$ cat config.mk
export PLATFORM = sky130hd
export DESIGN_NAME = sensor_packet_deframer_unit
export DESIGN_NICKNAME = d
export VERILOG_FILES = /design/src/rtl/spd_pkg.sv /design/src/rtl/sensor_packet_deframer_unit.sv
export SDC_FILE = /design/constraint.sdc
export NUM_CORES = 1
export LEC_CHECK = 0
export ABC_AREA = 1
export BUFFER_PORTS_ARGS = -buffer_cell sky130_fd_sc_hd__buf_2
export CORE_MARGIN = 2
export CORE_UTILIZATION = 35
export DETAILED_ROUTE_END_ITERATION = 8
export PLACE_DENSITY = 0.62
export SKIP_LAST_GASP = 1
export SLEW_MARGIN = 10
export SYNTH_ARGS = -nofsm -noshare
export SYNTH_HDL_FRONTEND = slang
export SYNTH_SLANG_ARGS = --single-unit
export TNS_END_PERCENT = 50
$ cat constraint.sdc
create_clock -name clk -period 12.8 [get_ports clk]
set_input_delay 0.64 -clock clk [delete_from_list [all_inputs] [get_ports clk]]
set_output_delay 0.64 -clock clk [all_outputs]
set_load 0.01 [all_outputs]
$ cat src/rtl/spd_pkg.sv
package spd_pkg;

    localparam int unsigned MAX_PAYLOAD = 256;

    localparam logic [7:0] HEADER_FIRST_RESET  = 8'hEF;
    localparam logic [7:0] HEADER_SECOND_RESET = 8'h01;

    localparam logic [15:0] LENGTH_MIN = 16'd2;
    localparam logic [15:0] LENGTH_MAX = 16'(MAX_PAYLOAD + 2);

    typedef enum logic [1:0] {
        OP_START = 2'd0,
        OP_BYTE  = 2'd1,
        OP_TICK  = 2'd2,
        OP_NONE  = 2'd3
    } op_t;

    typedef enum logic [1:0] {
        STATUS_OK       = 2'd0,
        STATUS_MISMATCH = 2'd1,
        STATUS_TIMEOUT  = 2'd2
    } status_t;

    localparam logic KIND_PAYLOAD = 1'b0;
    localparam logic KIND_END     = 1'b1;

    localparam logic CFG_HEADER_FIRST  = 1'b0;
    localparam logic CFG_HEADER_SECOND = 1'b1;

    typedef enum logic [11:0] {
        PH_HUNT1 = 12'b0000_0000_0001,
        PH_HUNT2 = 12'b0000_0000_0010,
        PH_ADDR0 = 12'b0000_0000_0100,
        PH_ADDR1 = 12'b0000_0000_1000,
        PH_ADDR2 = 12'b0000_0001_0000,
        PH_ADDR3 = 12'b0000_0010_0000,
        PH_TYPE  = 12'b0000_0100_0000,
        PH_LENH  = 12'b0000_1000_0000,
        PH_LENL  = 12'b0001_0000_0000,
        PH_DATA  = 12'b0010_0000_0000,
        PH_CKH   = 12'b0100_0000_0000,
        PH_CKL   = 12'b1000_0000_0000
    } phase_t;

    typedef struct packed {
        logic [1:0]  operation;
        logic [7:0]  rx_byte;
        logic [15:0] timeout_ticks;
    } spd_in_t;

    typedef struct packed {
        logic        result_kind;
        logic [7:0]  payload_byte;
        logic [7:0]  payload_index;
        logic [7:0]  packet_type;
        logic [8:0]  payload_count;
        logic [1:0]  status;
    } spd_out_t;

endpackage

$ cat src/rtl/sensor_packet_deframer_unit.sv
// Latency: a result is shown in the cycle after its item is accepted.
// Throughput: one item per cycle; the output register and the parser state
// update in the same cycle, so input ready stalls only while a result waits.
// Reset (rst_n low, asynchronous): header search, deadline disarmed, sum and
// counters cleared, header bytes back to 0xEF and 0x01, no result pending.
module sensor_packet_deframer_unit (
    input  logic             clk,
    input  logic             rst_n,
    input  logic             in_valid,
    output logic             in_ready,
    input  spd_pkg::spd_in_t in_data,
    output logic             out_valid,
    input  logic             out_ready,
    output spd_pkg::spd_out_t out_data,
    input  logic             cfg_we,
    input  logic             cfg_index,
    input  logic [7:0]       cfg_data
);
    import spd_pkg::*;

    logic [7:0]  header_first_reg;
    logic [7:0]  header_second_reg;

    phase_t      phase_reg, phase_next;
    logic [8:0]  seen_reg, seen_next;
    logic [15:0] sum_reg, sum_next;
    logic [7:0]  ck_high_reg, ck_high_next;
    logic [7:0]  type_reg, type_next;
    logic [7:0]  len_high_reg, len_high_next;
    logic [8:0]  plen_reg, plen_next;
    logic [15:0] ticks_reg, ticks_next;
    logic        armed_reg, armed_next;

    logic        out_valid_reg;
    spd_out_t    out_reg;
    logic        emit;
    spd_out_t    emit_data;

    logic        accept;
    logic [7:0]  b;
    logic [15:0] length;
    logic [15:0] ticks_dec;

    assign in_ready  = !out_valid_reg || out_ready;
    assign accept    = in_valid && in_ready;
    assign out_valid = out_valid_reg;
    assign out_data  = out_reg;

    assign b         = in_data.rx_byte;
    assign length    = {len_high_reg, b};
    assign ticks_dec = (ticks_reg != 16'd0) ? ticks_reg - 16'd1 : 16'd0;

    always_comb
    begin
        phase_next    = phase_reg;
        seen_next     = seen_reg;
        sum_next      = sum_reg;
        ck_high_next  = ck_high_reg;
        type_next     = type_reg;
        len_high_next = len_high_reg;
        plen_next     = plen_reg;
        ticks_next    = ticks_reg;
        armed_next    = armed_reg;
        emit          = 1'b0;

        emit_data.result_kind   = KIND_END;
        emit_data.payload_byte  = 8'd0;
        emit_data.payload_index = 8'd0;
        emit_data.packet_type   = type_reg;
        emit_data.payload_count = 9'd0;
        emit_data.status        = STATUS_TIMEOUT;

        unique case (op_t'(in_data.operation))
            OP_START:
            begin
                phase_next = PH_HUNT1;
                seen_next  = 9'd0;
                sum_next   = 16'd0;
                ticks_next = in_data.timeout_ticks;
                if (in_data.timeout_ticks == 16'd0)
                begin
                    armed_next = 1'b0;
                    emit       = 1'b1;
                end
                else
                begin
                    armed_next = 1'b1;
                end
            end
            OP_BYTE:
            begin
                unique case (phase_reg)
                    PH_HUNT1:
                    begin
                        if (b == header_first_reg)
                            phase_next = PH_HUNT2;
                    end
                    PH_HUNT2:
                    begin
                        priority if (b == header_second_reg)
                            phase_next = PH_ADDR0;
                        else if (b != header_first_reg)
                            phase_next = PH_HUNT1;
                    end
                    PH_ADDR0: phase_next = PH_ADDR1;
                    PH_ADDR1: phase_next = PH_ADDR2;
                    PH_ADDR2: phase_next = PH_ADDR3;
                    PH_ADDR3:
                    begin
                        sum_next   = 16'd0;
                        seen_next  = 9'd0;
                        phase_next = PH_TYPE;
                    end
                    PH_TYPE:
                    begin
                        type_next  = b;
                        sum_next   = {8'd0, b};
                        phase_next = PH_LENH;
                    end
                    PH_LENH:
                    begin
                        len_high_next = b;
                        sum_next      = sum_reg + {8'd0, b};
                        phase_next    = PH_LENL;
                    end
                    PH_LENL:
                    begin
                        sum_next  = sum_reg + {8'd0, b};
                        plen_next = 9'(length - LENGTH_MIN);
                        if (length < LENGTH_MIN || length > LENGTH_MAX)
                        begin
                            phase_next = PH_HUNT1;
                        end
                        else
                        begin
                            seen_next  = 9'd0;
                            phase_next = (length > LENGTH_MIN) ? PH_DATA : PH_CKH;
                        end
                    end
                    PH_DATA:
                    begin
                        sum_next  = sum_reg + {8'd0, b};
                        seen_next = seen_reg + 9'd1;
                        emit      = 1'b1;
                        emit_data.result_kind   = KIND_PAYLOAD;
                        emit_data.payload_byte  = b;
                        emit_data.payload_index = seen_reg[7:0];
                        emit_data.payload_count = plen_reg;
                        emit_data.status        = STATUS_OK;
                        if (seen_next >= plen_reg)
                            phase_next = PH_CKH;
                    end
                    PH_CKH:
                    begin
                        ck_high_next = b;
                        phase_next   = PH_CKL;
                    end
                    PH_CKL:
                    begin
                        emit       = 1'b1;
                        armed_next = 1'b0;
                        phase_next = PH_HUNT1;
                        emit_data.payload_count = plen_reg;
                        emit_data.status = ({ck_high_reg, b} == sum_reg) ?
                                           STATUS_OK : STATUS_MISMATCH;
                    end
                    default: phase_next = PH_HUNT1;
                endcase
            end
            OP_TICK:
            begin
                if (armed_reg)
                begin
                    ticks_next = ticks_dec;
                    if (ticks_dec == 16'd0)
                    begin
                        armed_next = 1'b0;
                        phase_next = PH_HUNT1;
                        emit       = 1'b1;
                    end
                end
            end
            default: ;
        endcase
    end

    always_ff @(posedge clk or negedge rst_n)
    begin
        if (!rst_n)
        begin
            header_first_reg  <= HEADER_FIRST_RESET;
            header_second_reg <= HEADER_SECOND_RESET;
        end
        else if (cfg_we)
        begin
            unique case (cfg_index)
                CFG_HEADER_FIRST:  header_first_reg  <= cfg_data;
                CFG_HEADER_SECOND: header_second_reg <= cfg_data;
                default: ;
            endcase
        end
    end

    always_ff @(posedge clk or negedge rst_n)
    begin
        if (!rst_n)
        begin
            phase_reg     <= PH_HUNT1;
            seen_reg      <= 9'd0;
            sum_reg       <= 16'd0;
            ck_high_reg   <= 8'd0;
            type_reg      <= 8'd0;
            len_high_reg  <= 8'd0;
            plen_reg      <= 9'd0;
            ticks_reg     <= 16'd0;
            armed_reg     <= 1'b0;
            out_valid_reg <= 1'b0;
        end
        else
        begin
            if (accept)
            begin
                phase_reg    <= phase_next;
                seen_reg     <= seen_next;
                sum_reg      <= sum_next;
                ck_high_reg  <= ck_high_next;
                type_reg     <= type_next;
                len_high_reg <= len_high_next;
                plen_reg     <= plen_next;
                ticks_reg    <= ticks_next;
                armed_reg    <= armed_next;
            end
            if (in_ready)
                out_valid_reg <= accept && emit;
        end
    end

    always_ff @(posedge clk)
    begin
        if (accept && emit)
            out_reg <= emit_data;
    end

`ifndef SYNTHESIS
    a_phase_onehot: assert property (@(posedge clk) disable iff (!rst_n)
        $onehot(phase_reg))
        else $error("parse phase not one-hot");

    a_armed_ticks: assert property (@(posedge clk) disable iff (!rst_n)
        armed_reg |-> ticks_reg != 16'd0)
        else $error("deadline armed with no ticks left");

    a_payload_status: assert property (@(posedge clk) disable iff (!rst_n)
        out_valid_reg && out_reg.result_kind == KIND_PAYLOAD
        |-> out_reg.status == STATUS_OK && out_reg.payload_count != 9'd0)
        else $error("payload item with bad status or count");

    a_timeout_count: assert property (@(posedge clk) disable iff (!rst_n)
        out_valid_reg && out_reg.status == STATUS_TIMEOUT
        |-> out_reg.result_kind == KIND_END && out_reg.payload_count == 9'd0)
        else $error("timeout item with payload fields");

    a_end_disarms: assert property (@(posedge clk) disable iff (!rst_n)
        accept && emit && emit_data.result_kind == KIND_END |=> !armed_reg)
        else $error("deadline still armed after end item");
`endif

endmodule
==> results.json, run 1 <==
{
  "status": "finished clean",
  "viasPerCell": 4.877,
  "fin_setup_tns_ns": 0,
  "cts_made_buffers": 17,
  "ant_nets": 0,
  "syn_area_um2": 7965,
  "hold_buffers": 0,
  "post-route-util_pct": 40.96,
  "synth_most_common_cell": "nand2_1",
  "nNetsFinal": 1142,
  "power.total_mw": 1.170,
  "area_delta_synth_final_pct": 15.72,
  "grt_max_degree": 64,
  "wl_met3_um": 775,
  "overflow": 0,
  "rows": 55,
  "p_leak_nw": 4.456,
  "arrival_ns": 3.66,
  "vdd_ir_drop_max_mv": 0.08970,
  "cts.path.max_buffers": 2,
  "chipWidth_um": 154.9,
  "largest_register_ffs": 36,
  "cpMaxStageDelayCell": "nor2_1",
  "synth_top_area_share_pct": 29.85,
  "synth_area_per_cell_um2": 7.973,
  "slew_headroom_pct": 30.19,
  "crit_fanout": 13,
  "syn_inst": 999,
  "portBuffers": 77,
  "ys_seq_elements": 140,
  "path_class": "reg2reg",
  "cp_cell_sequence": "ha_1 > nand2_1 > nor2_1 > nand3_1 > nor3_1 > xor2_1 > ha_1 > nand2_1 > inv_1 > nand4_1 > nand3_1 > a21oi_1 > nor2_1 > nand2_4 > nand2_1 > nand2_1",
  "hold_class": "in2async",
  "wl_met2_um": 8942,
  "clock.fmax_ghz": 0.2993,
  "place.gp.congestion": 0.9060,
  "finClkSkew_ns": 0.01344,
  "dpl-instance-area_um2": 8615,
  "yosysWarnings": 0,
  "grt_first_pass_wirelength_um": 32480,
  "synthArstFlopShare_pct": 74.29,
  "finalMaxSlewViolations": 0,
  "synth.largest_area_cell": "dfrtp_1",
  "layout.cells.non_filler": 1373,
  "n_antenna_cell": 0,
  "htree_levels": 4,
  "clk_pin_slew_ns": 0.07,
  "placedCellCount": 1340,
  "cp_common_cell": "nand2_1",
  "yosys-top-cells-count": "259 x nand2_1, 110 x inv_1, 110 x nor2_1, 95 x dfrtp_1, 90 x o21ai_0",
  "io_pins": 78,
  "drt_pass1_iterations": 5,
  "drt_wl_total_um": 19590,
  "rsz0062_at_grt": "false",
  "grtUsageTotal_pct": 17.04,
  "post-cts-setup-buffer-count": 0,
  "core_um2": 22500,
  "cts.sinks": 140,
  "setup_viol": 0,
  "die_y_um": 154.9,
  "r2r_slack_ns": 9.46,
  "grt_pass1_vias": 6339,
  "routed.top_layer": "met4",
  "fp.dieArea_um2": 23980,
  "synth_nets": 1066,
  "dp_hpwl_um": 14290,
  "synth_flop_cell": "dfrtp_1",
  "critPathRequiredTime_ns": 13.12,
  "setup.worst_path.start_class": "flip-flop",
  "min_period_ns": 3.341,
  "ys_seq_area_share_pct": 46.39,
  "cts_root_buf": "clkbuf_16",
  "met1_length_um": 9464,
  "start_util_pct": 35.40,
  "crit_start": "seen_reg[0]$_DFFE_PN0P_",
  "insertion_delay_ns": 0.44,
  "tritoncts": "done",
  "drive_above_1_share_pct": 15.17,
  "synth_edf_count": 36,
  "maxCapViolations": 0,
  "min_period_over_period_pct": 26.10,
  "hold_viol": 0,
  "r2r-start": "seen_reg[0]$_DFFE_PN0P_",
  "power_density_nw_per_um2": 127.0,
  "antenna_found_initial": 0,
  "post-route-drc-count": 0,
  "final_area_um2": 9218,
  "end_kind": "flip-flop",
  "dr_total_vias": 6696,
  "slowest_delay_ns": 0.81,
  "synth.area.top_cells": "dfrtp_1 30%, edfxtp_1 14%, nand2_1 12%, o21ai_0 5.7%, inv_1 5.2%",
  "drtIter0Drc": 533,
  "detail_route.wl_per_cell_um": 14.27,
  "yosysUniqueCellTypes": 39,
  "worst_pin_slew_ns": 1.043,
  "cts-resized-gates": 0
}
cell families after synthesis:
kind of cell    count (synthesis)  synth area share, %
buf+inv                       139                7.100
flops                         140                46.39
fa+ha+maj                      27                4.336
xor+xnor                       34                3.739
simple gates                  508                28.13
compound gates                151                10.30
report_power, final:
part / internal, mW / total, mW / switching [mW]
clock network: 0.275 / 0.492 / 0.217
logic: 0.0571 / 0.172 / 0.115
registers: 0.484 / 0.507 / 0.0222
total: 0.817 / 1.17 / 0.354
per-stage QoR:
step	setup slack, ns	hold WS [ns]
floorplan	8.128	0.3444
global placement	9.149	0.4354
detailed placement	9.072	0.4296
CTS	9.472	0.2035
global route	9.082	0.2303
finish	9.459	0.1879
worst paths after layout:
| check | endpoint | cells past startpoint |
|---|---|---|
| max | phase_reg[3]$_DFFE_PN0P_ | 16 |
| min | ticks_reg[5]$_DFFE_PN0P_ | 1 |
| max reg2reg | phase_reg[3]$_DFFE_PN0P_ | 16 |
| min reg2reg | out_data[18]$_DFFE_PP_ | 0 |
| max in group asynchronous | sum_reg[13]$_DFFE_PN0P_ | 2 |
| min in group clk | header_first_reg[2]$_DFFE_PN1P_ | 3 |
placed cells by master, fill, tap and decap left out, drive strengths merged:
| cell type | instances |
|---|---|
| xnor2 | 17 |
| and3 | 1 |
| nor4 | 9 |
| nand2 | 267 |
| edfxtp | 36 |
| a21o | 1 |
| dfrtp | 95 |
| nor3 | 16 |
| a21oi | 34 |
| nor3b | 1 |
| ha | 26 |
| a22oi | 2 |
| xor2 | 17 |
| clkbuf | 17 |
| clkinv | 5 |
| fa | 1 |
| nand4 | 13 |
| bufinv | 1 |
| o221ai | 1 |
| nand3 | 70 |
| inv | 122 |
| a21boi | 4 |
| or2 | 6 |
| nor2 | 125 |
| buf | 81 |
| o21bai | 2 |
| dfstp | 9 |
| o22ai | 4 |
| o211ai | 11 |
| o21ai | 90 |
| clkinvlp | 2 |
| a31oi | 2 |
layout make-up:
class / instances / area [µm²]
flip-flops and latches: 140 / 3695
multi-input cells: 720 / 3721
clock buffers: 17 / 425.4
well taps: 285 / 356.6
clock inverters: 15 / 157.7
repair buffers: 81 / 430.4
fillers: 2313 / 13290
inverters: 115 / 431.7
critical path, delay by kind of cell (launching register included):
family                   cells  cell delay (ns)
adder cells (fa/ha/maj)      2             0.53
flip-flops                   1             0.43
buffers and inverters        1             0.06
XOR/XNOR                     1             0.13
AO/OA/AOI/OAI                1             0.05
AND/OR/NAND/NOR             11             2.04
routing by layer:
| metal | vias up | GRT usage (%) |
|---|---|---|
| li1 | 3417 | - |
| met1 | 3102 | 24.11 |
| met2 | 151 | 26.47 |
| met3 | 26 | 2.507 |
| met4 | 0 | 6.658 |
| met5 | - | 0 |
(Power assumes the default switching activity.)
==> run 2: changes to the inputs <==
PLACE_DENSITY = 0.64   (was 0.62)
clock period = 3 ns   (was 12.8 ns; I/O delays follow)
==> results.json, run 2 (synthesized netlist as in run 1, its figures left out) <==
{
  "vdd_ir_drop_max_mv": 0.2593,
  "arrival_ns": 3.04,
  "layout_commonest_cell": "nand2_1",
  "viasPerCell": 4.887,
  "r2r_end": "phase_reg[10]$_DFFE_PN0P_",
  "cts_root_buf": "clkbuf_16",
  "n_fill_cell": 2251,
  "io_pins": 78,
  "power_frac_seq_pct": 43.1,
  "post-route-drc-count": 0,
  "place.gp.congestion": 0.8958,
  "path_class": "reg2reg",
  "drt_wl_total_um": 19740,
  "ant_nets": 0,
  "dr_total_vias": 6842,
  "layout.cells.non_filler": 1400,
  "min-delay-start": "in_data[3]",
  "drt_pass1_iterations": 5,
  "maxCapViolations": 0,
  "p_int_mw": 3.542,
  "cts.path.max_buffers": 2,
  "setup.worst_path.start_class": "flip-flop",
  "insertion_delay_ns": 0.43,
  "clock_power_share_pct": 41.5,
  "finClkSkew_ns": 0.009777,
  "final_area_um2": 9492,
  "p_sw_share_pct": 29.41,
  "start_util_pct": 35.40,
  "r2r-start": "seen_reg[0]$_DFFE_PN0P_",
  "clk_pin_slew_ns": 0.06,
  "cts_made_buffers": 17,
  "crit_fanout": 10,
  "worst_pin_slew_ns": 0.5784,
  "dp_hpwl_um": 14560,
  "core_um2": 22500,
  "comb_power_share_pct": 15.4,
  "hold_viol": 0,
  "cts.sinks": 140,
  "n_antenna_cell": 0,
  "hold_class": "in2reg",
  "min_period_over_period_pct": 90.93,
  "chipWidth_um": 154.9,
  "clock.fmax_ghz": 0.3666,
  "setup_viol": 0,
  "whs_path_depth": 3,
  "htree_levels": 4,
  "cp_num_buf_inv": 2,
  "p_leak_nw": 4.578,
  "dpl-instance-area_um2": 8692,
  "critPathRequiredTime_ns": 3.31,
  "rows": 55,
  "most-common-layout-cells": "259 x nand2_1, 110 x inv_1, 109 x nor2_1",
  "overflow": 0,
  "crit_family": "simple AND/OR/NAND/NOR gates",
  "cp_cell_sequence": "ha_1 > nand2_1 > nor2_1 > nand3_1 > nor3_1 > xor2_1 > ha_1 > nand2_1 > inv_1 > nand4_1 > nand3_1 > a21oi_2 > nor2_4 > buf_4 > nand3_1 > nand2_1",
  "min_to": "ticks_reg[3]$_DFFE_PN0P_",
  "cpMaxStageDelayCell": "dfrtp_1",
  "slowest_delay_ns": 0.41,
  "p_sw_mw": 1.476,
  "slew_headroom_pct": 61.03,
  "grt_max_degree": 53,
  "grt_pass1_vias": 6515,
  "finalMaxSlewViolations": 0,
  "status": "finished clean",
  "drtIter0Drc": 367,
  "power_density_nw_per_um2": 528.7,
  "detail_route.wl_per_cell_um": 14.10,
  "antenna_found_initial": 0,
  "rsz0062_at_grt": "false",
  "end_kind": "flip-flop",
  "drive_above_1_share_pct": 15.70,
  "rr_worst_depth": 16,
  "grtUsageTotal_pct": 17.21,
  "portBuffers": 77,
  "placedCellCount": 1347,
  "largest_register_ffs": 36,
  "tritoncts": "done",
  "nNetsFinal": 1169,
  "min_period_ns": 2.728,
  "fp.dieArea_um2": 23980,
  "area_delta_synth_final_pct": 19.16,
  "die_y_um": 154.9,
  "grt_first_pass_wirelength_um": 32960,
  "r2r_slack_ns": 0.27
}
==> run 2: cell types whose count changed in the layout (fill, tap and decap cells not counted), moves of 2 or more <==
cell	change
buf_4	+8
clkinv_4	+3
dlygate4sd3_1	+18
inv_6	-2
clkinv_2	-2
clkbuf_8	+2
==> run 2: per-layer routing <==
| metal | vias up | global-route usage, % | wire length [µm] |
|---|---|---|---|
| met1 | 3167 | 23.94 | 9465 |
| met5 | - | 0 | 0 |
| met3 | 27 | 2.646 | 820 |
| li1 | 3491 | - | - |
| met2 | 157 | 27.47 | 9069 |
| met4 | 0 | 6.041 | 382 |
==> run 2: final cells by class <==
| cell class | instances | area (µm²) | area share, % |
|---|---|---|---|
| clock inverters | 13 | 132.6 | 1.397 |
| inverters | 115 | 431.7 | 4.548 |
| flip-flops and latches | 140 | 3695 | 38.93 |
| clock buffers | 19 | 452.9 | 4.772 |
| well taps | 285 | 356.6 | 3.757 |
| repair buffers | 108 | 690.7 | 7.277 |
| multi-input cells | 720 | 3732 | 39.32 |
==> run 2: timing repair <==
action	4_1_cts	5_1_grt
hold buffers	18	0
buffers inserted	0	3
endpoints found under the hold margin	44	0
gates resized for setup	1	2
endpoints found under the setup margin	12	12
pin swaps	0	1
==> run 2: how the worst max path moves through the flow <==
stage / from / endpoint / depth (start not counted)
2_1_floorplan: ticks_reg[0]$_DFFE_PN0P_ / out_data[0]$_SDFFCE_PN0P_ / 13
3_3_place_gp: seen_reg[0]$_DFFE_PN0P_ / phase_reg[10]$_DFFE_PN0P_ / 16
3_5_place_dp: seen_reg[0]$_DFFE_PN0P_ / phase_reg[4]$_DFFE_PN0P_ / 16
4_1_cts: seen_reg[0]$_DFFE_PN0P_ / phase_reg[4]$_DFFE_PN0P_ / 16
5_1_grt: seen_reg[0]$_DFFE_PN0P_ / phase_reg[11]$_DFFE_PN0P_ / 16
6_report: seen_reg[0]$_DFFE_PN0P_ / phase_reg[10]$_DFFE_PN0P_ / 16
==> run 2: metrics by stage <==
| stage | total power, mW | TNS [ns] | util, % | setup WS, ns | hold WS, ns |
|---|---|---|---|---|---|
| final | 5.018 | 0 | 42.18 | 0.2720 | 0.01672 |
| after global routing | 5.267 | 0 | 42.18 | 0.008860 | 0.04468 |
| after CTS | 5.046 | 0 | 42.04 | 0.07028 | 0.002004 |
| after detailed placement | 2.941 | -1.770 | 38.63 | -0.1701 | 0.08475 |
| after global placement | 2.926 | -0.1200 | 38.63 | -0.01373 | 0.08388 |
| after floorplan | 2.713 | 0 | - | 0.3119 | -0.1456 |
==> run 2: power groups by stage <==
stage	Combinational (mW)	Sequential (mW)	Clock (mW)
detailed placement	0.746	2.19	0
floorplan	0.541	2.17	0
CTS	0.767	2.16	2.12
global route	0.882	2.18	2.21
finish	0.773	2.16	2.08
global placement	0.732	2.19	0
==> run 2: worst min-delay path: stages <==
cell and delay, ns:
buf_2 0.10, o211ai_1 0.08, o21ai_0 0.07
==> run 3: changes to the inputs <==
RECOVER_POWER = 50   (was not set)
==> results.json, run 3 (synthesized netlist as in run 1, its figures left out) <==
{
  "p_sw_share_pct": 29.48,
  "path_class": "reg2reg",
  "setup.worst_path.start_class": "flip-flop",
  "drt_pass1_iterations": 6,
  "start_util_pct": 35.40,
  "cts.sinks": 140,
  "io_pins": 78,
  "rows": 55,
  "multi_input_area_um2": 3732,
  "fin_ws_ns": 0.2758,
  "grt_pass1_vias": 6515,
  "post-route-drc-count": 0,
  "cts_made_buffers": 17,
  "slowest_delay_ns": 0.41,
  "min_period_over_period_pct": 90.81,
  "clock_power_share_pct": 41.6,
  "post-route-util_pct": 41.98,
  "comb_power_share_pct": 15.4,
  "insertion_delay_ns": 0.43,
  "post-place-ws_ns": -0.1701,
  "drtIter0Drc": 363,
  "maxCapViolations": 0,
  "critPathRequiredTime_ns": 3.31,
  "cp_cell_sequence": "ha_1 > nand2_1 > nor2_1 > nand3_1 > nor3_1 > xor2_1 > ha_1 > nand2_1 > inv_1 > nand4_1 > nand3_1 > a21oi_2 > nor2_4 > buf_4 > nand3_1 > nand2_1",
  "largest_register_ffs": 36,
  "die_y_um": 154.9,
  "area_delta_synth_final_pct": 18.60,
  "cts_root_buf": "clkbuf_16",
  "fin_setup_tns_ns": 0,
  "power_frac_seq_pct": 43.0,
  "dr_total_vias": 6863,
  "n_fill_cell": 2267,
  "hold_class": "in2reg",
  "rsz0062_at_grt": "false",
  "finClkSkew_ns": 0.009314,
  "most-common-layout-cells": "259 x nand2_1, 110 x inv_1, 109 x nor2_1",
  "detail_route.wl_per_cell_um": 14.17,
  "chipWidth_um": 154.9,
  "drive_above_1_share_pct": 12.11,
  "slew_headroom_pct": 4.704,
  "ant_nets": 0,
  "hold_viol": 0,
  "place.gp.congestion": 0.8958,
  "cp_num_buf_inv": 2,
  "portBuffers": 77,
  "crit_fanout": 10,
  "p_sw_mw": 1.479,
  "layout_commonest_cell": "nand2_1",
  "vdd_ir_drop_max_mv": 0.2595,
  "end_kind": "flip-flop",
  "clock.fmax_ghz": 0.3671,
  "grt_first_pass_wirelength_um": 32960,
  "n_antenna_cell": 0,
  "layout.cells.non_filler": 1400,
  "dp_hpwl_um": 14560,
  "status": "finished clean",
  "arrival_ns": 3.04,
  "p_int_mw": 3.537,
  "worst_pin_slew_ns": 1.429,
  "fp.dieArea_um2": 23980,
  "viasPerCell": 4.902,
  "holdWs_ns": 0.01654,
  "nNetsFinal": 1169,
  "regArea_um2": 3695,
  "htree_levels": 4,
  "p_leak_nw": 4.466,
  "finalMaxSlewViolations": 0,
  "grt_max_degree": 53,
  "power_density_nw_per_um2": 530.9,
  "drt_wl_total_um": 19840,
  "min_period_ns": 2.724,
  "core_um2": 22500,
  "placedCellCount": 1347,
  "cts.path.max_buffers": 2,
  "cpMaxStageDelayCell": "dfrtp_1",
  "antenna_found_initial": 0,
  "clk_pin_slew_ns": 0.06,
  "tritoncts": "done",
  "crit_family": "simple AND/OR/NAND/NOR gates",
  "overflow": 0,
  "grtUsageTotal_pct": 17.21,
  "setup_viol": 0
}
-- run 3: power by group through the flow --
stage / clock network [mW] / logic, mW / registers (mW)
3_3_place_gp: 0 / 0.732 / 2.19
2_1_floorplan: 0 / 0.541 / 2.17
6_report: 2.09 / 0.771 / 2.16
4_1_cts: 2.12 / 0.767 / 2.16
3_5_place_dp: 0 / 0.746 / 2.19
5_1_grt: 2.21 / 0.880 / 2.17
-- run 3: per-layer routing --
metal | global-route usage (%) | part of all wire [%]
met2 | 27.47 | 46
met4 | 6.041 | 1.9
met3 | 2.646 | 4.6
met1 | 23.94 | 48
met5 | 0 | 0
-- run 3: metrics by stage --
stage          instance area [µm²]  power [mW]
3_5_place_dp                  8692       2.941
6_report                      9447       5.016
5_1_grt                       9447       5.261
4_1_cts                       9460       5.046
3_3_place_gp                  8692       2.926
2_1_floorplan                 7976       2.713
-- run 3: cell type report --
type | instances | area share (%)
Multi-Input combinational cell | 720 | 39.51
Sequential cell | 140 | 39.11
Timing Repair Buffer | 108 | 6.834
Clock buffer | 19 | 4.795
Inverter | 115 | 4.570
Tap cell | 285 | 3.775
Clock inverter | 13 | 1.404
-- run 3: worst min-delay path: stages --
cell	delay, ns
buf_2	0.10
o211ai_1	0.08
o21ai_0	0.07
-- run 3: repair_timing --
action / 4_1_cts / 5_1_grt
pin swaps: 0 / 1
setup endpoints to repair: 12 / 12
setup buffers: 0 / 3
hold buffers: 18 / 0
gates resized for setup: 1 / 2
hold endpoints to repair: 44 / 0
-- run 3: final timing paths --
check / cells after the start / slack, ns / to / start
worst min-delay path: 3 / 0.02 / ticks_reg[3]$_DFFE_PN0P_ / in_data[3]
worst max-delay path: 16 / 0.28 / phase_reg[10]$_DFFE_PN0P_ / seen_reg[0]$_DFFE_PN0P_
worst max register to register: 16 / 0.28 / phase_reg[10]$_DFFE_PN0P_ / seen_reg[0]$_DFFE_PN0P_
max in group asynchronous: 3 / 0.94 / ck_high_reg[3]$_DFFE_PN0P_ / rst_n
worst min register to register: 0 / 0.45 / out_data[18]$_DFFE_PP_ / type_reg[7]$_DFFE_PN0P_
min in group asynchronous: 2 / 0.59 / ticks_reg[15]$_DFFE_PN0P_ / rst_n
